**src/rtl/eom_pkg.sv**
```systemverilog
// shared types and constants for the extent offset mapper
package eom_pkg;

   localparam int unsigned DATA_W    = 32;
   localparam int unsigned OFFSET_W  = 32;
   localparam int unsigned LEN_W     = 16;
   localparam int unsigned BLK_W     = 16;
   localparam int unsigned BSIZE_W   = 17;
   localparam int unsigned FIRST_W   = 17;

   localparam logic [BSIZE_W-1:0] BSIZE_RESET = BSIZE_W'(512);
   localparam logic [BSIZE_W-1:0] BSIZE_MAX   = BSIZE_W'(65536);

   // register index of the block size, extents follow in start / count pairs
   localparam int unsigned REG_BSIZE = 0;

   // divider iteration counts: full offset, or a sum that fits the block size width
   localparam int unsigned DIV_WIDE_ITER   = OFFSET_W;
   localparam int unsigned DIV_NARROW_ITER = BSIZE_W;

   typedef struct packed {
      logic [BLK_W-1:0] start_block;
      logic [BLK_W-1:0] block_count;
   } ext_type;

   typedef struct packed {
      logic                start;
      logic                narrow;
      logic [OFFSET_W-1:0] dividend;
   } div_req_type;

   typedef struct packed {
      logic                done;
      logic [OFFSET_W-1:0] quotient;
      logic [BSIZE_W-1:0]  remainder;
   } div_rsp_type;

endpackage

```
**src/rtl/extent_offset_mapper.sv**
```systemverilog
// extent offset mapper top level: walk sequencer around the shared divider
//
//  channel   ports                         transfer
//  request   start, busy, req_*            start high while busy low
//  result    rsp_strobe, rsp_*             rsp_strobe high, one cycle each
//  config    psel, penable, pwrite, ...    psel, penable, pwrite, pready high
//
// a zero length request is answered in the cycle after its transfer
// otherwise each extent visited passes the read, multiply and compare states
// each extent touched adds a take step and a 17-step divide for the block count
// an offset inside the first touched extent adds a 32-step divide
// all divides run on the one shared divider
// reset is synchronous and returns the sequencer to idle, registers to defaults
// results cannot be stalled, so nothing holds the sequencer but the divider
module extent_offset_mapper
   import eom_pkg::*;
#(
   parameter int unsigned NUM_EXTENTS = 3,
   localparam int unsigned ADDR_W = $clog2(2*NUM_EXTENTS + 1) + 2
)
(
   input  logic                clock,
   input  logic                reset,
   // request channel
   input  logic                start,
   output logic                busy,
   input  logic                req_operation,
   input  logic [OFFSET_W-1:0] req_file_offset,
   input  logic [LEN_W-1:0]    req_byte_length,
   // result channel
   output logic                rsp_strobe,
   output logic                rsp_segment_valid,
   output logic [FIRST_W-1:0]  rsp_first_block,
   output logic [BLK_W-1:0]    rsp_block_count,
   output logic [LEN_W-1:0]    rsp_offset_in_block,
   output logic [LEN_W-1:0]    rsp_segment_bytes,
   output logic                rsp_needs_rmw,
   output logic                rsp_is_last,
   output logic                rsp_success,
   // configuration port
   input  logic                psel,
   input  logic                penable,
   input  logic                pwrite,
   input  logic [ADDR_W-1:0]   paddr,
   input  logic [DATA_W-1:0]   pwdata,
   output logic [DATA_W-1:0]   prdata,
   output logic                pready
);

   localparam int unsigned EXT_W = (NUM_EXTENTS > 1) ? $clog2(NUM_EXTENTS) : 1;

   typedef enum logic [6:0] {
      S_IDLE  = 7'b0000001,
      S_FETCH = 7'b0000010,
      S_MUL   = 7'b0000100,
      S_CMP   = 7'b0001000,
      S_DIV1  = 7'b0010000,
      S_TAKE  = 7'b0100000,
      S_DIV2  = 7'b1000000
   } state_type;

   typedef struct packed {
      logic               segment_valid;
      logic [FIRST_W-1:0] first_block;
      logic [BLK_W-1:0]   block_count;
      logic [LEN_W-1:0]   offset_in_block;
      logic [LEN_W-1:0]   segment_bytes;
      logic               needs_rmw;
      logic               is_last;
      logic               success;
   } rsp_type;

   state_type           state_ff, state_in;
   logic                op_ff, op_in;
   logic [OFFSET_W-1:0] cur_ff, cur_in;         // offset left to skip
   logic [LEN_W-1:0]    len_ff, len_in;
   logic [LEN_W-1:0]    done_ff, done_in;       // bytes mapped so far
   logic [EXT_W-1:0]    idx_ff, idx_in;
   logic [OFFSET_W-1:0] ebytes_ff, ebytes_in;   // extent size in bytes
   logic [OFFSET_W-1:0] room_ff, room_in;       // bytes from offset to extent end
   logic [BLK_W-1:0]    blkoff_ff, blkoff_in;
   logic [LEN_W-1:0]    boff_ff, boff_in;
   logic [LEN_W-1:0]    take_ff, take_in;
   logic                pend_ff, pend_in;       // segment held until next extent is seen
   logic                strobe_ff, strobe_in;
   rsp_type             rsp_ff, rsp_in;

   ext_type             ext_rd;
   logic [BSIZE_W-1:0]  bs_eff;
   div_req_type         div_req;
   div_rsp_type         div_rsp;

   logic [OFFSET_W:0]   ext_prod;
   logic [LEN_W-1:0]    need;
   logic [LEN_W-1:0]    take_val;
   logic [LEN_W:0]      take_sum;
   logic [LEN_W:0]      done_sum;
   logic                last_ext;
   logic                accept;

   eom_csr #(
      .NUM_EXTENTS (NUM_EXTENTS)
   ) u_csr (
      .clock     (clock),
      .reset     (reset),
      .psel      (psel),
      .penable   (penable),
      .pwrite    (pwrite),
      .paddr     (paddr),
      .pwdata    (pwdata),
      .prdata    (prdata),
      .rd_idx    (idx_ff),
      .ext_rd    (ext_rd),
      .bsize_eff (bs_eff)
   );

   eom_div u_div (
      .clock   (clock),
      .reset   (reset),
      .div_req (div_req),
      .divisor (bs_eff),
      .div_rsp (div_rsp)
   );

   assign accept   = start & (state_ff == S_IDLE);
   // extent bytes never exceed 32 bits: 16-bit count times at most 64 KiB
   assign ext_prod = (OFFSET_W+1)'(ext_rd.block_count) * (OFFSET_W+1)'(bs_eff);
   assign need     = len_ff - done_ff;
   assign take_val = (room_ff < OFFSET_W'(need)) ? room_ff[LEN_W-1:0] : need;
   assign take_sum = {1'b0, take_ff} + {1'b0, boff_ff};
   assign done_sum = {1'b0, done_ff} + {1'b0, take_ff};
   assign last_ext = idx_ff == EXT_W'(NUM_EXTENTS - 1);

   always_comb begin
      state_in  = state_ff;
      op_in     = op_ff;
      cur_in    = cur_ff;
      len_in    = len_ff;
      done_in   = done_ff;
      idx_in    = idx_ff;
      ebytes_in = ebytes_ff;
      room_in   = room_ff;
      blkoff_in = blkoff_ff;
      boff_in   = boff_ff;
      take_in   = take_ff;
      pend_in   = pend_ff;
      strobe_in = 1'b0;
      rsp_in    = rsp_ff;
      div_req   = '0;

      unique case (state_ff)
         S_IDLE: begin
            if (start) begin
               op_in   = req_operation;
               cur_in  = req_file_offset;
               len_in  = req_byte_length;
               done_in = '0;
               idx_in  = '0;
               pend_in = 1'b0;
               if (req_byte_length == '0) begin
                  // empty request maps trivially
                  strobe_in      = 1'b1;
                  rsp_in         = '0;
                  rsp_in.is_last = 1'b1;
                  rsp_in.success = 1'b1;
               end else begin
                  state_in = S_FETCH;
               end
            end
         end
         S_FETCH: begin
            // extent read is registered in the csr block
            state_in = S_MUL;
         end
         S_MUL: begin
            if (ext_rd.block_count == '0) begin
               // end of list: close with the held segment or an empty result
               strobe_in = 1'b1;
               if (!pend_ff) begin
                  rsp_in = '0;
               end
               rsp_in.is_last = 1'b1;
               rsp_in.success = 1'b0;
               pend_in        = 1'b0;
               state_in       = S_IDLE;
            end else begin
               if (pend_ff) begin
                  strobe_in = 1'b1;
                  pend_in   = 1'b0;
               end
               ebytes_in = ext_prod[OFFSET_W-1:0];
               state_in  = S_CMP;
            end
         end
         S_CMP: begin
            if (cur_ff >= ebytes_ff) begin
               // extent lies wholly before the offset
               cur_in = cur_ff - ebytes_ff;
               if (last_ext) begin
                  strobe_in      = 1'b1;
                  rsp_in         = '0;
                  rsp_in.is_last = 1'b1;
                  state_in       = S_IDLE;
               end else begin
                  idx_in   = idx_ff + EXT_W'(1);
                  state_in = S_FETCH;
               end
            end else begin
               room_in = ebytes_ff - cur_ff;
               if (cur_ff == '0) begin
                  blkoff_in = '0;
                  boff_in   = '0;
                  state_in  = S_TAKE;
               end else begin
                  div_req.start    = 1'b1;
                  div_req.narrow   = 1'b0;
                  div_req.dividend = cur_ff;
                  state_in         = S_DIV1;
               end
            end
         end
         S_DIV1: begin
            if (div_rsp.done) begin
               // quotient below the block count, remainder below the block size
               blkoff_in = div_rsp.quotient[BLK_W-1:0];
               boff_in   = div_rsp.remainder[LEN_W-1:0];
               state_in  = S_TAKE;
            end
         end
         S_TAKE: begin
            take_in          = take_val;
            div_req.start    = 1'b1;
            div_req.narrow   = 1'b1;
            div_req.dividend = OFFSET_W'({1'b0, take_val} + {1'b0, boff_ff});
            state_in         = S_DIV2;
         end
         S_DIV2: begin
            if (div_rsp.done) begin
               rsp_in.segment_valid   = 1'b1;
               rsp_in.first_block     = {1'b0, ext_rd.start_block} + {1'b0, blkoff_ff};
               rsp_in.block_count     = div_rsp.quotient[BLK_W-1:0]
                                        + BLK_W'(div_rsp.remainder != '0);
               rsp_in.offset_in_block = boff_ff;
               rsp_in.segment_bytes   = take_ff;
               // remainder of take plus offset equals take's own when offset is zero
               rsp_in.needs_rmw       = op_ff & ((boff_ff != '0) |
                                                 (div_rsp.remainder != '0));
               rsp_in.is_last         = 1'b0;
               rsp_in.success         = 1'b0;
               done_in                = done_sum[LEN_W-1:0];
               cur_in                 = '0;
               if ((done_sum == {1'b0, len_ff}) || last_ext) begin
                  strobe_in      = 1'b1;
                  rsp_in.is_last = 1'b1;
                  rsp_in.success = done_sum == {1'b0, len_ff};
                  state_in       = S_IDLE;
               end else begin
                  // whether this is last depends on the next extent's count
                  pend_in  = 1'b1;
                  idx_in   = idx_ff + EXT_W'(1);
                  state_in = S_FETCH;
               end
            end
         end
         default: begin
            state_in = S_IDLE;
         end
      endcase
   end

   always_ff @(posedge clock) begin
      if (reset) begin
         state_ff  <= S_IDLE;
         pend_ff   <= 1'b0;
         strobe_ff <= 1'b0;
      end else begin
         state_ff  <= state_in;
         pend_ff   <= pend_in;
         strobe_ff <= strobe_in;
      end
   end

   always_ff @(posedge clock) begin
      op_ff     <= op_in;
      cur_ff    <= cur_in;
      len_ff    <= len_in;
      done_ff   <= done_in;
      idx_ff    <= idx_in;
      ebytes_ff <= ebytes_in;
      room_ff   <= room_in;
      blkoff_ff <= blkoff_in;
      boff_ff   <= boff_in;
      take_ff   <= take_in;
      rsp_ff    <= rsp_in;
   end

   assign busy                = state_ff != S_IDLE;
   assign pready              = 1'b1;
   assign rsp_strobe          = strobe_ff;
   assign rsp_segment_valid   = rsp_ff.segment_valid;
   assign rsp_first_block     = rsp_ff.first_block;
   assign rsp_block_count     = rsp_ff.block_count;
   assign rsp_offset_in_block = rsp_ff.offset_in_block;
   assign rsp_segment_bytes   = rsp_ff.segment_bytes;
   assign rsp_needs_rmw       = rsp_ff.needs_rmw;
   assign rsp_is_last         = rsp_ff.is_last;
   assign rsp_success         = rsp_ff.success;

`ifndef SYNTHESIS
   // a result only follows a transfer or sequencer activity
   assert property (@(posedge clock) disable iff (reset)
      strobe_ff |-> $past(state_ff != S_IDLE || accept))
      else $error("result strobe without a request in flight");

   // every request ends on a last result
   assert property (@(posedge clock) disable iff (reset)
      ($fell(busy) && !$past(reset)) |-> (strobe_ff && rsp_ff.is_last))
      else $error("sequencer went idle without a last result");

   // an empty result always closes the request
   assert property (@(posedge clock) disable iff (reset)
      (strobe_ff && !rsp_ff.segment_valid) |-> rsp_ff.is_last)
      else $error("empty result not marked last");

   // a mapped segment covers at least one byte and one block
   assert property (@(posedge clock) disable iff (reset)
      (strobe_ff && rsp_ff.segment_valid) |->
         (rsp_ff.segment_bytes != '0 && rsp_ff.block_count != '0))
      else $error("mapped segment is empty");

   // the divider is only started on the way into a state that waits on it
   assert property (@(posedge clock) disable iff (reset)
      div_req.start |=> (state_ff == S_DIV1 || state_ff == S_DIV2))
      else $error("divider started outside a divide step");
`endif

endmodule

```
**src/rtl/eom_div.sv**
```systemverilog
// shared restoring divider, one quotient bit per cycle
module eom_div
   import eom_pkg::*;
(
   input  logic                clock,
   input  logic                reset,
   input  div_req_type         div_req,
   input  logic [BSIZE_W-1:0]  divisor,
   output div_rsp_type         div_rsp
);

   localparam int unsigned CNT_W = $clog2(DIV_WIDE_ITER + 1);
   localparam int unsigned PAD_W = OFFSET_W - BSIZE_W;

   logic                busy_ff, busy_in;
   logic                done_ff, done_in;
   logic [CNT_W-1:0]    cnt_ff, cnt_in;
   logic [OFFSET_W-1:0] dvd_ff, dvd_in;
   logic [OFFSET_W-1:0] quo_ff, quo_in;
   logic [BSIZE_W-1:0]  rem_ff, rem_in;
   logic [BSIZE_W-1:0]  dsr_ff, dsr_in;

   logic [BSIZE_W:0]    shifted;
   logic [BSIZE_W:0]    diff;
   logic                fits;

   assign shifted = {rem_ff, dvd_ff[OFFSET_W-1]};
   assign diff    = shifted - {1'b0, dsr_ff};
   assign fits    = shifted >= {1'b0, dsr_ff};

   always_comb begin
      busy_in = busy_ff;
      done_in = 1'b0;
      cnt_in  = cnt_ff;
      dvd_in  = dvd_ff;
      quo_in  = quo_ff;
      rem_in  = rem_ff;
      dsr_in  = dsr_ff;
      if (div_req.start) begin
         busy_in = 1'b1;
         cnt_in  = div_req.narrow ? CNT_W'(DIV_NARROW_ITER) : CNT_W'(DIV_WIDE_ITER);
         // narrow operands skip the leading zero steps
         dvd_in  = div_req.narrow ? {div_req.dividend[BSIZE_W-1:0], {PAD_W{1'b0}}}
                                  : div_req.dividend;
         quo_in  = '0;
         rem_in  = '0;
         dsr_in  = divisor;
      end else if (busy_ff) begin
         dvd_in = {dvd_ff[OFFSET_W-2:0], 1'b0};
         quo_in = {quo_ff[OFFSET_W-2:0], fits};
         rem_in = fits ? diff[BSIZE_W-1:0] : shifted[BSIZE_W-1:0];
         cnt_in = cnt_ff - CNT_W'(1);
         if (cnt_ff == CNT_W'(1)) begin
            busy_in = 1'b0;
            done_in = 1'b1;
         end
      end
   end

   always_ff @(posedge clock) begin
      if (reset) begin
         busy_ff <= 1'b0;
         done_ff <= 1'b0;
         cnt_ff  <= '0;
      end else begin
         busy_ff <= busy_in;
         done_ff <= done_in;
         cnt_ff  <= cnt_in;
      end
   end

   always_ff @(posedge clock) begin
      dvd_ff <= dvd_in;
      quo_ff <= quo_in;
      rem_ff <= rem_in;
      dsr_ff <= dsr_in;
   end

   assign div_rsp.done      = done_ff;
   assign div_rsp.quotient  = quo_ff;
   assign div_rsp.remainder = rem_ff;

endmodule

```
**src/rtl/eom_csr.sv**
```systemverilog
// configuration registers: block size and extent table
module eom_csr
   import eom_pkg::*;
#(
   parameter int unsigned NUM_EXTENTS = 3
)
(
   input  logic                      clock,
   input  logic                      reset,
   input  logic                      psel,
   input  logic                      penable,
   input  logic                      pwrite,
   input  logic [$clog2(2*NUM_EXTENTS+1)+1:0] paddr,
   input  logic [DATA_W-1:0]         pwdata,
   output logic [DATA_W-1:0]         prdata,
   input  logic [((NUM_EXTENTS > 1) ? $clog2(NUM_EXTENTS) : 1)-1:0] rd_idx,
   output ext_type                   ext_rd,
   output logic [BSIZE_W-1:0]        bsize_eff
);

   localparam int unsigned IDX_W    = $clog2(2*NUM_EXTENTS + 1);
   localparam int unsigned ADDR_W   = IDX_W + 2;
   localparam int unsigned EXT_W    = (NUM_EXTENTS > 1) ? $clog2(NUM_EXTENTS) : 1;
   localparam int unsigned LAST_REG = 2*NUM_EXTENTS;

   logic [BSIZE_W-1:0] bsize_ff, bsize_in;
   logic [BLK_W-1:0]   start_ff [NUM_EXTENTS];
   logic [BLK_W-1:0]   start_in [NUM_EXTENTS];
   logic [BLK_W-1:0]   count_ff [NUM_EXTENTS];
   logic [BLK_W-1:0]   count_in [NUM_EXTENTS];
   logic [DATA_W-1:0]  prdata_ff, prdata_in;
   ext_type            ext_rd_ff, ext_rd_in;

   logic [IDX_W-1:0]   reg_idx;
   logic [IDX_W-1:0]   reg_m1;
   logic [EXT_W-1:0]   ext_sel;
   logic               wr_en;
   logic               rd_setup;
   logic               in_list;

   assign reg_idx  = paddr[ADDR_W-1:2];
   assign reg_m1   = reg_idx - IDX_W'(1);
   assign ext_sel  = reg_m1[EXT_W:1];
   assign in_list  = reg_idx <= IDX_W'(LAST_REG);
   assign wr_en    = psel & penable & pwrite;
   assign rd_setup = psel & ~penable;

   always_comb begin
      bsize_in  = bsize_ff;
      start_in  = start_ff;
      count_in  = count_ff;
      prdata_in = prdata_ff;
      if (wr_en) begin
         priority if (reg_idx == IDX_W'(REG_BSIZE)) begin
            bsize_in = pwdata[BSIZE_W-1:0];
         end else if (in_list) begin
            if (reg_m1[0]) begin
               count_in[ext_sel] = pwdata[BLK_W-1:0];
            end else begin
               start_in[ext_sel] = pwdata[BLK_W-1:0];
            end
         end
      end
      // read data captured in the setup phase, shown in the access phase
      if (rd_setup) begin
         priority if (reg_idx == IDX_W'(REG_BSIZE)) begin
            prdata_in = DATA_W'(bsize_ff);
         end else if (in_list) begin
            prdata_in = reg_m1[0] ? DATA_W'(count_ff[ext_sel]) : DATA_W'(start_ff[ext_sel]);
         end else begin
            prdata_in = '0;
         end
      end
      ext_rd_in.start_block = start_ff[rd_idx];
      ext_rd_in.block_count = count_ff[rd_idx];
   end

   always_ff @(posedge clock) begin
      if (reset) begin
         bsize_ff <= BSIZE_RESET;
         for (int i = 0; i < NUM_EXTENTS; i++) begin
            start_ff[i] <= '0;
            count_ff[i] <= '0;
         end
      end else begin
         bsize_ff <= bsize_in;
         start_ff <= start_in;
         count_ff <= count_in;
      end
   end

   always_ff @(posedge clock) begin
      prdata_ff <= prdata_in;
      ext_rd_ff <= ext_rd_in;
   end

   // zero acts as one byte, anything above 64 KiB as 64 KiB
   always_comb begin
      priority if (bsize_ff == '0) begin
         bsize_eff = BSIZE_W'(1);
      end else if (bsize_ff > BSIZE_MAX) begin
         bsize_eff = BSIZE_MAX;
      end else begin
         bsize_eff = bsize_ff;
      end
   end

   assign prdata = prdata_ff;
   assign ext_rd = ext_rd_ff;

endmodule
```
**config.mk**
```make
export PLATFORM = sky130hd
export DESIGN_NAME = extent_offset_mapper
export DESIGN_NICKNAME = d
export VERILOG_FILES = /design/src/rtl/eom_pkg.sv /design/src/rtl/extent_offset_mapper.sv /design/src/rtl/eom_div.sv /design/src/rtl/eom_csr.sv
export SDC_FILE = /design/constraint.sdc
export NUM_CORES = 2
export LEC_CHECK = 0
export BUFFER_PORTS_ARGS = -buffer_cell sky130_fd_sc_hd__buf_2
export CAP_MARGIN = 0
export CORE_MARGIN = 8
export CORE_UTILIZATION = 55
export DETAILED_ROUTE_END_ITERATION = 12
export PLACE_DENSITY = 0.73
export SETUP_SLACK_MARGIN = 0.1
export SLEW_MARGIN = 20
export SYNTH_ARGS = -nofsm -noshare
export SYNTH_HDL_FRONTEND = slang
export SYNTH_SLANG_ARGS = --single-unit
```
**constraint.sdc**
```tcl
create_clock -name clock -period 9.7 [get_ports clock]
set_input_delay 1.94 -clock clock [delete_from_list [all_inputs] [get_ports clock]]
set_output_delay 1.94 -clock clock [all_outputs]
set_load 0.02 [all_outputs]
```
=== After elaboration in Yosys (flattened, before gate mapping) ===
Index checks and enable logic that the tools add are counted.

* Reductions and logical operators: 31
* $add $sub $neg: 11
* Bitwise logic cells: 14
* Multiplexer cells: 87
* Order comparisons: 8
* $mul: 1
* Equality and inequality tests: 24

{| class="wikitable"
|+ Operators by type and width
! operator !! number
|-
| 69-bit 2-to-1 mux || 7
|-
| 69-bit case mux with 4 select lines || 1
|-
| 16-bit 2-to-1 mux || 17
|-
| 32-bit 2-to-1 mux || 6
|-
| 16-bit binary-select mux with 2-bit select || 4
|-
| 48-bit bitwise mux || 2
|-
| 16-bit case mux with 2 select lines || 3
|-
| 32-bit case mux with 3 select lines || 1
|-
| 17-bit 2-to-1 mux || 5
|-
| 34-bit 2-to-1 mux || 2
|-
| 34-bit case mux with 2 select lines || 1
|-
| 32-bit subtractor || 2
|-
| 16-bit by 16-bit adder with 17-bit output || 3
|-
| 7-bit case mux with 7 select lines || 1
|-
| 7-bit 2-to-1 mux || 5
|-
| 16-bit demux with 2-bit select || 1
|-
| 32-bit greater-or-equal comparator || 1
|-
| 16-bit zero test || 2
|-
| 32-bit zero test || 1
|-
| 32-bit by 16-bit < comparator with 1-bit output || 1
|-
| 16-bit by 17-bit multiplier with 32-bit output || 1
|-
| 6-bit 2-to-1 mux || 4
|-
| 4-bit AND reduction || 6
|-
| 2-bit inequality test, second input constant || 10
|-
| other kinds (49) || 89
|}

* Output and inout port bits: 104
* Input bits: 92
* Word-level logic and storage cells: 215
* Register bits: 524

=== Logic depth before layout (Yosys ltp) ===
* Word-level depth: 8
* Gate-level depth with buffers: 30
* Mapped depth without buffers: 30

=== Cells and area by module ===
Synthesis repeated with hierarchy kept, for this count alone.

* Cell total of the unflattened synthesis: 3866
* Area, all modules: 38019.0 um^2

{| class="wikitable"
|+ By module, submodules not included
! module !! area each (um^2) !! times used !! seq. area each (um^2) !! cells each
|-
| extent_offset_mapper || 25543.2 || 1 || 7627.3 || 2654
|-
| eom_csr || 7443.4 || 1 || 3413.3 || 702
|-
| eom_div || 5032.3 || 1 || 2612.5 || 510
|}

=== Worst setup path after synthesis ===
OpenSTA, ideal clock, no wires.

* Path kind: input to register
* Start point: in req_byte_length[10]
* End point: reg rsp_ff (netlist bit rsp_block_count[0]) (enable)
* Buffers on the path: 0
* Path slack: 1.366 ns
* Arrival: 7.739 ns
* Cell stages on the path: 5
* Required time: 9.105 ns
* Setup time: 0.595 ns
* Cells stage by stage: nor4_1 nand4_1 a211oi_1 o2111a_1 a21boi_0

* Longest elaborated chain between the ends: 3

{| class="wikitable"
|+ Ends and longest elaborated chain
! what !! line !! RTL
|-
| start, declared || extent_offset_mapper.sv:29 || <nowiki>input logic [LEN_W-1:0] req_byte_length,</nowiki>
|-
| 16-bit zero test || extent_offset_mapper.sv:160 || <nowiki>if (req_byte_length == '0) begin</nowiki>
|-
| 2-bit by 1-bit inequality test with 1-bit output (no line) || -- ||
|-
| 8-bit AND reduction (no line) || -- ||
|-
| end signal, assigned || extent_offset_mapper.sv:294 || <nowiki>rsp_ff <= rsp_in;</nowiki>
|-
| end, declared || extent_offset_mapper.sv:86 || <nowiki>rsp_type rsp_ff, rsp_in;</nowiki>
|}

Every way passes these cells.
A chain may end at the register's enable or synchronous reset.

=== Worst setup path in the final report ===
* Start point: reg u_csr.bsize_ff[11]
* End point: reg ebytes_ff[30], data pin

* Longest elaborated chain between the ends: 4
* Elaborated cells between the ends (all ways): 5
* Those cells by class: 1 x mul; 1 x order compare; 2 x mux; 1 x reduce/logical

{| class="wikitable"
|+ Ends and longest elaborated chain
! what !! line !! RTL
|-
| start, declared || eom_csr.sv:26 || <nowiki>logic [BSIZE_W-1:0] bsize_ff, bsize_in;</nowiki>
|-
| start signal, assigned || eom_csr.sv:86 || <nowiki>bsize_ff <= bsize_in;</nowiki>
|-
| 17-bit > comparator || eom_csr.sv:101 || <nowiki>end else if (bsize_ff > BSIZE_MAX) begin</nowiki>
|-
| 17-bit 2-to-1 mux || eom_csr.sv:101 ||
|-
| 17-bit 2-to-1 mux (*) || eom_csr.sv:99 || <nowiki>priority if (bsize_ff == '0) begin</nowiki>
|-
| 16-bit by 17-bit multiplier with 32-bit output (*) || extent_offset_mapper.sv:127 || <nowiki>assign ext_prod = (OFFSET_W+1)'(ext_rd.block_count) * (OFFSET_W+1)'(bs_eff);</nowiki>
|-
| via ext_prod[30] || extent_offset_mapper.sv:93 || <nowiki>logic [OFFSET_W:0] ext_prod;</nowiki>
|-
| end signal, assigned || extent_offset_mapper.sv:289 || <nowiki>ebytes_ff <= ebytes_in;</nowiki>
|-
| end, declared || extent_offset_mapper.sv:79 || <nowiki>logic [OFFSET_W-1:0] ebytes_ff, ebytes_in;</nowiki>
|}

The timed path passes the listed nets; every way through them passes the cells marked *.

==> metrics.md <==
| Metric | Value |
|---|---|
| TNS Setup | `0 ns` |
| Clock Skews | `around 0.022 ns` |
| Register bit total from synthesis | `509` |
| Rel. slew slack | `22.49%` |
| Clock root buffer | `clkbuf_16` |
| Final ANT Viol Nets | `0` |
| Vias in the first global route | `28,362` |
| Worst Max-Slew Pin Slew | `1.158 ns` |
| Final worst setup slack | `~1.4 ns` |
| Mean area per synthesized cell | `between 9 and 10 sq um` |
| FMAX | `~0.12 GHz` |
| Layout Nets | `~4,700` |
| Synth top area share | `25.39%` |
| Synth Flop Type | `edfxtp_1` |
| GPL Wtd Cong | `0.9481` |
| Max incr delay on CP | `around 0.8 ns` |
| Share of cells above drive strength 1 | `8.668%` |
| Commonest cells after routing, fill and taps aside | `nand2_1 (665), inv_1 (409), edfxtp_1 (314)` |
| Final hold viol count | `0` |
| DRC | `0` |
| Synth area leaders | `edfxtp_1 (25%), fa_1 (12%), dfxtp_1 (11%)` |
| Die extent in x | `between 200 and 300 um` |
| # Post-CTS Setup Buffers | `0` |
| Leak Pwr | `about 0.018 uW` |
| Critical path arrival | `8.69 ns` |
| CTS Sinks | `just over 500` |
| Status | `finished clean` |
| Die Area | `76,100 sq um` |
| RSZ-0062 raised after global routing | `no` |
| Asr flop ratio synth | `0%` |
| CP top delay family | `adder cells` |
| Post-synth EDFFs | `314` |
| Worst skew pair latency | `0.62 ns` |
| Worst endpoint required time | `a little over 10 ns` |
| Setup WS pre-CTS | `roughly 1.5 ns` |
| Hold Path Class | `reg2reg` |
| Sequential fraction of the synthesis area | `35.90%` |
| CTS tree | `yes` |
| Post-CTS sizing | `0` |
| Largest net degree at the start of global routing | `75` |
| Crit end category | `flop` |
| Netlist cell types | `94` |
| Hold_buf cts | `0` |
| H-tree levels | `2` |
| Iteration count of the initial detailed-routing pass | `8` |
| Max-cap violations | `0` |
| Hold_ws | `0.4669 ns` |
| Tot GR Track Use | `26.65%` |
| Port Buffers | `162` |
| Crit path launch type | `flop` |
| Total Power | `between 6000 and 7000 uW` |
| Mapped cell area | `around 37,000 sq um` |
| Area Overhead vs Synth | `9.557%` |
| Via count | `29,412` |
| Total CTS buffers | `55` |
| Synth area leader | `edfxtp_1` |
| Post-layout min period | `8.323 ns` |
| Max IR drop VDD | `0.1453 mV` |
| Critical path cell sequence | `nor4_1, nand4_1, and2_1, nor2b_1, buf_4, nand2_1, fa_1, inv_1, fa_1, fa_1, fa_1, fa_1, inv_1, fa_1, inv_1, ha_1, and3_1, a221oi_1, a31o_2, o21ai_0, or4b_1, a311o_1, a21oi_1, xnor2_1` |
| Fill cells | `5,690` |
| Yosys warns | `0` |
| Vias/cell | `5.877` |
| DR iter-0 viols | `2,717` |
| Power Dens Cells | `156.1 nW/um^2` |
| Slowest cell on the critical path | `nor2b_1` |
| Global route overflow | `0` |
| Row count | `95` |
| Setup Viol. Count Final | `0` |
| Top fanout value on the critical path | `10` |
| Clk slew on worst S/H paths | `0.06 ns` |
| Die height | `about 280 um` |
| Worst setup path class | `reg2reg` |
| Ports | `~200` |
| Global-route wire length before repair | `159,300 um` |
| Clock buffer depth | `3` |
| Drt wl/cell | `20.57 um` |
| Final HPWL DP | `77,860 um` |
| Fin. max-slew vios | `0` |
| Crit-path most repeated cell | `fa_1` |
| Post-Synthesis Cells | `4,004` |
| Drt total wl | `103,000 um` |
| Starting density of the core | `55.40%` |
| Worst path buffer plus inverter count | `4` |
| Final period util | `85.81%` |
| Core area | `67,040 sq um` |
| Initial antenna violation count | `6` |
| Most common cell after layout, fill and taps aside | `nand2_1` |
[metrics by stage]
| step | instances | utilization [%] | instance area (sq um) |
|---|---|---|---|
| floorplan | 4018 | - | 37190 |
| global placement | 4899 | 57.68 | 38670 |
| detailed placement | 4899 | 57.68 | 38670 |
| CTS | 5003 | 60.68 | 40680 |
| global route | 5003 | 60.69 | 40690 |
| finish | 5005 | 60.70 | 40690 |
[worst paths after layout]
kind,from,cells after the start,slack (ns),end
worst max-delay path,u_csr.bsize_ff[11]$_SDFFE_PP0P_,24,1.38,ebytes_ff[30]$_DFFE_PP_
worst min-delay path,u_csr.start_ff[1]$_SDFFE_PP0P_,2,0.47,u_csr.start_ff[1]$_SDFFE_PP0P_
worst max register to register,u_csr.bsize_ff[11]$_SDFFE_PP0P_,24,1.38,ebytes_ff[30]$_DFFE_PP_
worst min register to register,u_csr.start_ff[1]$_SDFFE_PP0P_,2,0.47,u_csr.start_ff[1]$_SDFFE_PP0P_
[cell families (layout without fill, tap and decap cells)]
family	Yosys count	count (layout)	synth area share (%)
XOR/XNOR	176	176	4.224
AND/OR/NAND/NOR	1353	1353	16.91
buffers and inverters	615	727	6.495
AO/OA/AOI/OAI	783	783	13.62
multiplexers	85	85	2.298
adder cells (fa/ha/maj)	481	481	20.53
flip-flops	509	509	35.90
other	2	18	0.02022
[final cells by class]
class | instances | area (sq um) | area share (%)
clock inverter | 23 | 317.8 | 0.7810
clock buffer | 81 | 1692 | 4.157
inverter | 412 | 1546 | 3.801
multi-input combinational | 2894 | 21520 | 52.89
tap | 873 | 1092 | 2.684
antenna | 2 | 5.005 | 0.01230
timing repair buffer | 211 | 1181 | 2.903
sequential | 509 | 13330 | 32.77
[sequential cells by signal (all words and copies together), names as in the netlist, 17 cells and up]
register         count
room_ff             32
u_div.dsr_ff        17
u_csr.count_ff      48
rsp_first_block     17
u_csr.prdata        17
u_div.rem_ff        17
u_div.dvd_ff        32
u_csr.ext_rd        32
u_csr.start_ff      48
u_csr.bsize_ff      17
cur_ff              32
ebytes_ff           32
[worst register-to-register path, delay by kind of cell (launching register included)]
family	cells	cell delay, ns
AOI/OAI and AO/OA	5	1.33
xor gates and xnor gates	1	0.09
adders and majority gates	7	3.36
buffers and inverters	4	0.47
DFF	1	0.34
and+or+nand+nor	7	2.50
[where the power goes]
group	internal [uW]	switching [uW]	total [uW]
Sequential	2460	113	2570
Combinational	529	974	1500
Clock	1400	882	2280
Total	4380	1970	6350
[cells in the mapped netlist, drive strengths merged (114+ instances only)]
master and instances:
nand2 665, inv 410, edfxtp 314, a21oi 276, ha 267, fa 214
and2 213, dfxtp 195, nor2 186, o21ai 154, clkbuf 152, xnor2 114
[layer usage]
layer | vias to the layer above | share of wire [%] | global-route usage [%]
met1 | 14224 | 41 | 33.99
met3 | 256 | 7.0 | 3.629
met5 | - | 0.025 | 0
met4 | 4 | 5.2 | 12.92
li1 | 13749 | - | -
met2 | 1179 | 47 | 44.53
(Power assumes the default switching activity.)
